## src/rtl/ffa_ram.sv

```systemverilog
// Generic single-write, single-read RAM with registered read data.
`default_nettype none
module ffa_ram #(
    parameter int WIDTH = 32,
    parameter int DEPTH = 64
) (
    input  wire logic                     clk,
    input  wire logic                     we,
    input  wire logic [$clog2(DEPTH)-1:0] waddr,
    input  wire logic [WIDTH-1:0]         wdata,
    input  wire logic [$clog2(DEPTH)-1:0] raddr,
    output logic      [WIDTH-1:0]         rdata
);
    logic [WIDTH-1:0] mem [DEPTH];

    always_ff @(posedge clk)
    begin
        if (we)
        begin
            mem[waddr] <= wdata;
        end
        rdata <= mem[raddr];
    end
endmodule
`default_nettype wire

```

## config.mk

```make
export PLATFORM = sky130hd
export DESIGN_NAME = ffa_ram
export DESIGN_NICKNAME = d
export VERILOG_FILES = /design/src/rtl/ffa_ram.sv
export SDC_FILE = /design/constraint.sdc
export NUM_CORES = 2
export LEC_CHECK = 0
export ABC_AREA = 0
export BUFFER_PORTS_ARGS = -buffer_cell sky130_fd_sc_hd__buf_2
export CAP_MARGIN = 20
export CORE_MARGIN = 1
export CORE_UTILIZATION = 55
export CTS_BUF_LIST = sky130_fd_sc_hd__clkbuf_4 sky130_fd_sc_hd__clkbuf_8 sky130_fd_sc_hd__clkbuf_16
export DETAILED_ROUTE_END_ITERATION = 8
export PLACE_DENSITY = 0.71
export SYNTH_ARGS = -nofsm -noshare
export SYNTH_HDL_FRONTEND = slang
export SYNTH_SLANG_ARGS = --single-unit
```

## constraint.sdc

```tcl
create_clock -name clk -period 11.2 [get_ports clk]
set_clock_uncertainty 0.15 [all_clocks]
set_input_delay 1.68 -clock clk [delete_from_list [all_inputs] [get_ports clk]]
set_output_delay 1.68 -clock clk [all_outputs]
set_load 0.02 [all_outputs]
```

==> summary.txt <==
Route
  • Starting DRT DRC Count: between 5000 and 6000
  • Routed via count: approximately 37000
  • Pre-antenna DRT Iters: 6
  • Post-route ant nets: 0
  • WL final: approximately 190 mm
  • Via density: 6.69
  • Avg WL per Cell: about 35 um
  • # DRC: 0

GRT
  • Overall Global Routing Usage: a little over a quarter
  • Vias in the first global route: between 30000 and 40000
  • Total congestion overflow: 0
  • Initial antenna violation count: 9
  • First-pass GRT wire length: roughly 270 mm
  • Largest net degree at the start of global routing: between 100 and 150

Timing
  • Fmax: about 190 MHz
  • Tcrit/Tclk final: a little under half
  • Worst-Margin Slew: about 1200 ps
  • Worst slew margin: between 15 and 20%
  • Final TNS setup: 0 ps
  • WHS: 584 ps
  • Final Max Slew Viols: 0
  • Final Hold Fails: 0
  • Unrepaired setup endpoints after global routing: no
  • Final Critical Period: 5130 ps
  • Setup-failing EPs final: 0
  • Worst Slack Setup Final: ~6000 ps

Place
  • Hpwl dp: 97.4 mm
  • Pre-CTS setup slack: between 5000 and 6000 ps
  • Buffers on Ports: a little under 80
  • Post-DP Area: 81700 um^2
  • GPL Wtd Cong: approximately 0.77
  • Placed cells: between 5000 and 6000

Synth
  • Synth area leaders: edfxtp_1 (78%), mux4_2 (16%), mux2i_1 (1.2%)
  • Syn Area/Cell: about 24 um^2
  • Synth top cells by count: edfxtp_1 (2048), mux4_2 (544), nor2_1 (137), mux2i_1 (93), o22ai_1 (84)
  • Yosys reg bits: roughly 2100
  • Syn nets: between 3000 and 4000
  • Register area share after synthesis: approximately four fifths
  • Top-count cell post-synth: edfxtp_1
  • Async SR Flop Fraction: 0%
  • Netlist cell types: 34
  • Yosys top cell area share: around four fifths
  • Main synth FF type: edfxtp_1
  • Post-synth EDFFs: roughly 2000
  • Yosys warning total: 0
  • Synth Cell Area: between 70000 and 80000 um^2
  • Post-synth top area cell: edfxtp_1
  • Mapped Cells: approximately 3300

Power and ir drop
  • Combinational share of power: between 4 and 5%
  • P_leak: between 20 and 30 nW
  • PwrDens: between 150 and 200 nW/um^2
  • P_sw: 3.30 mW
  • Total chip power: between 15 and 20 mW
  • Sequential power share: 53.8%
  • Max VDD drop: around 130 uV
  • Internal Power: approximately 13 mW
  • Sw frac: approximately a fifth
  • Clock Power Share: 41.4%

Setup path
  • CP max FO: 75
  • Crit end category: register
  • CP required: roughly 12000 ps
  • Crit Path Category: primary input to register
  • Worst path arrival time: ~5700 ps
  • CP Launch Type: primary input

Clock network
  • CTS tree: built
  • CTS HTree Levels: 4
  • Post_cts resized: 0
  • Clock sinks: between 2000 and 2500
  • CTS buffer count: between 150 and 200
  • CTS Hold Bufs: 0
  • Max clock buf depth: 3
  • Post-CTS Setup Inserts: 0
  • Clk root buf: clkbuf_16
  • Clk_lat worst skew: 820 ps
  • CTS clk-pin slew, worst paths: 60 ps

Layout
  • Final Util: between 60% and 70%
  • Fill cell count: ~9300
  • Post-route design area: just under 90000 um^2
  • Area delta synth->final: 12.8%
  • Final cell count without fillers: 5596
  • Share of cells above drive strength 1: 30.7%
  • Nets: about 3600

Die
  • Die X: about 380 um
  • Core Rows: approximately 140
  • Die Y: around 380 um
  • Num ports: 78
  • Initial Util: roughly 55%
  • Die Area: roughly 140000 um^2
  • Core outline area: 142000 um^2

Status
  • Status: complete, no violations

Hold path
  • Hold/Removal Path Class: register to register

Run
  • Max-Cap Viols: 0
layout make-up:
class                      instances  area [um^2]  share of cell area (%)
timing repair buffer             194         1500                    1.69
antenna                            4         10.0                  0.0113
clock inverter                    95          825                   0.931
sequential                      2080        62100                    70.2
clock buffer                     271         5720                    6.46
multi-input combinational       1062        16000                    18.0
tap                             1890         2360                    2.67
critical path, cell delays in order:
cell and delay (ps):
buf_8 550, buf_4 780, buf_4 750, mux4_2 600, mux2i_1 150, nor2_1 80
o32ai_1 690, nor3_1 90
state kept, by name (all words and copies together) (netlist names):
name / cells
mem: 2048
rdata: 32
routing by layer:
metal	vias up	track usage (%)	part of all wire [%]	routed length [um]
met5	-	0	0.027	53
met4	8	9.89	3.6	6970
met3	371	6.34	12	23000
met2	2398	41.1	47	91000
met1	19981	39.5	38	73300
li1	14687	-	-	-
cell usage in the layout, fill, tap and decap left out, types with 3 or more instances in the layout:
| cell | instances |
|---|---|
| clkbuf_8 | 18 |
| a22oi_1 | 12 |
| buf_12 | 11 |
| o22ai_1 | 84 |
| a21oi_1 | 62 |
| a311oi_1 | 8 |
| or3b_2 | 3 |
| a41o_1 | 4 |
| clkinv_1 | 39 |
| nor2b_1 | 15 |
| nand3_1 | 5 |
| buf_8 | 3 |
| mux2i_1 | 93 |
| nor3_1 | 5 |
| diode_2 | 4 |
| clkbuf_4 | 49 |
| nand2_1 | 26 |
| nor2_4 | 62 |
| clkbuf_16 | 204 |
| or3_1 | 3 |
| nand3b_1 | 5 |
| dfxtp_1 | 32 |
| buf_4 | 103 |
| buf_2 | 73 |
| bufinv_16 | 13 |
| buf_16 | 3 |
| inv_6 | 7 |
| clkinv_8 | 3 |
| mux4_2 | 544 |
| o32ai_1 | 4 |
| o221ai_1 | 27 |
| edfxtp_1 | 2048 |
| nand2b_1 | 7 |
| clkinv_2 | 29 |
| nor2_1 | 75 |
| and3_1 | 4 |
logic make-up after synthesis:
group	synth area share, %
flip-flops	79.1
multiplexers	16.8
AND/OR/NAND/NOR	1.27
AO/OA/AOI/OAI	1.67
buffers and inverters	1.13
power groups by stage:
stage	clock (mW)	sequential [mW]	combinational (mW)
after floorplan	0	8.82	0.419
after global placement	0	8.82	0.739
after detailed placement	0	8.82	0.753
after CTS	6.74	8.66	0.754
after global routing	7.04	8.65	0.803
final	6.66	8.65	0.762
worst paths after layout:
check	start	cells after the start	to	slack (ps)
worst max-delay path	raddr[0]	8	rdata[4]	6070
worst min-delay path	mem[12][4]	4	rdata[4]	580
worst max register to register	mem[43][12]	4	rdata[12]	8830
worst min register to register	mem[12][4]	4	rdata[4]	580
(Power assumes the default switching activity.)
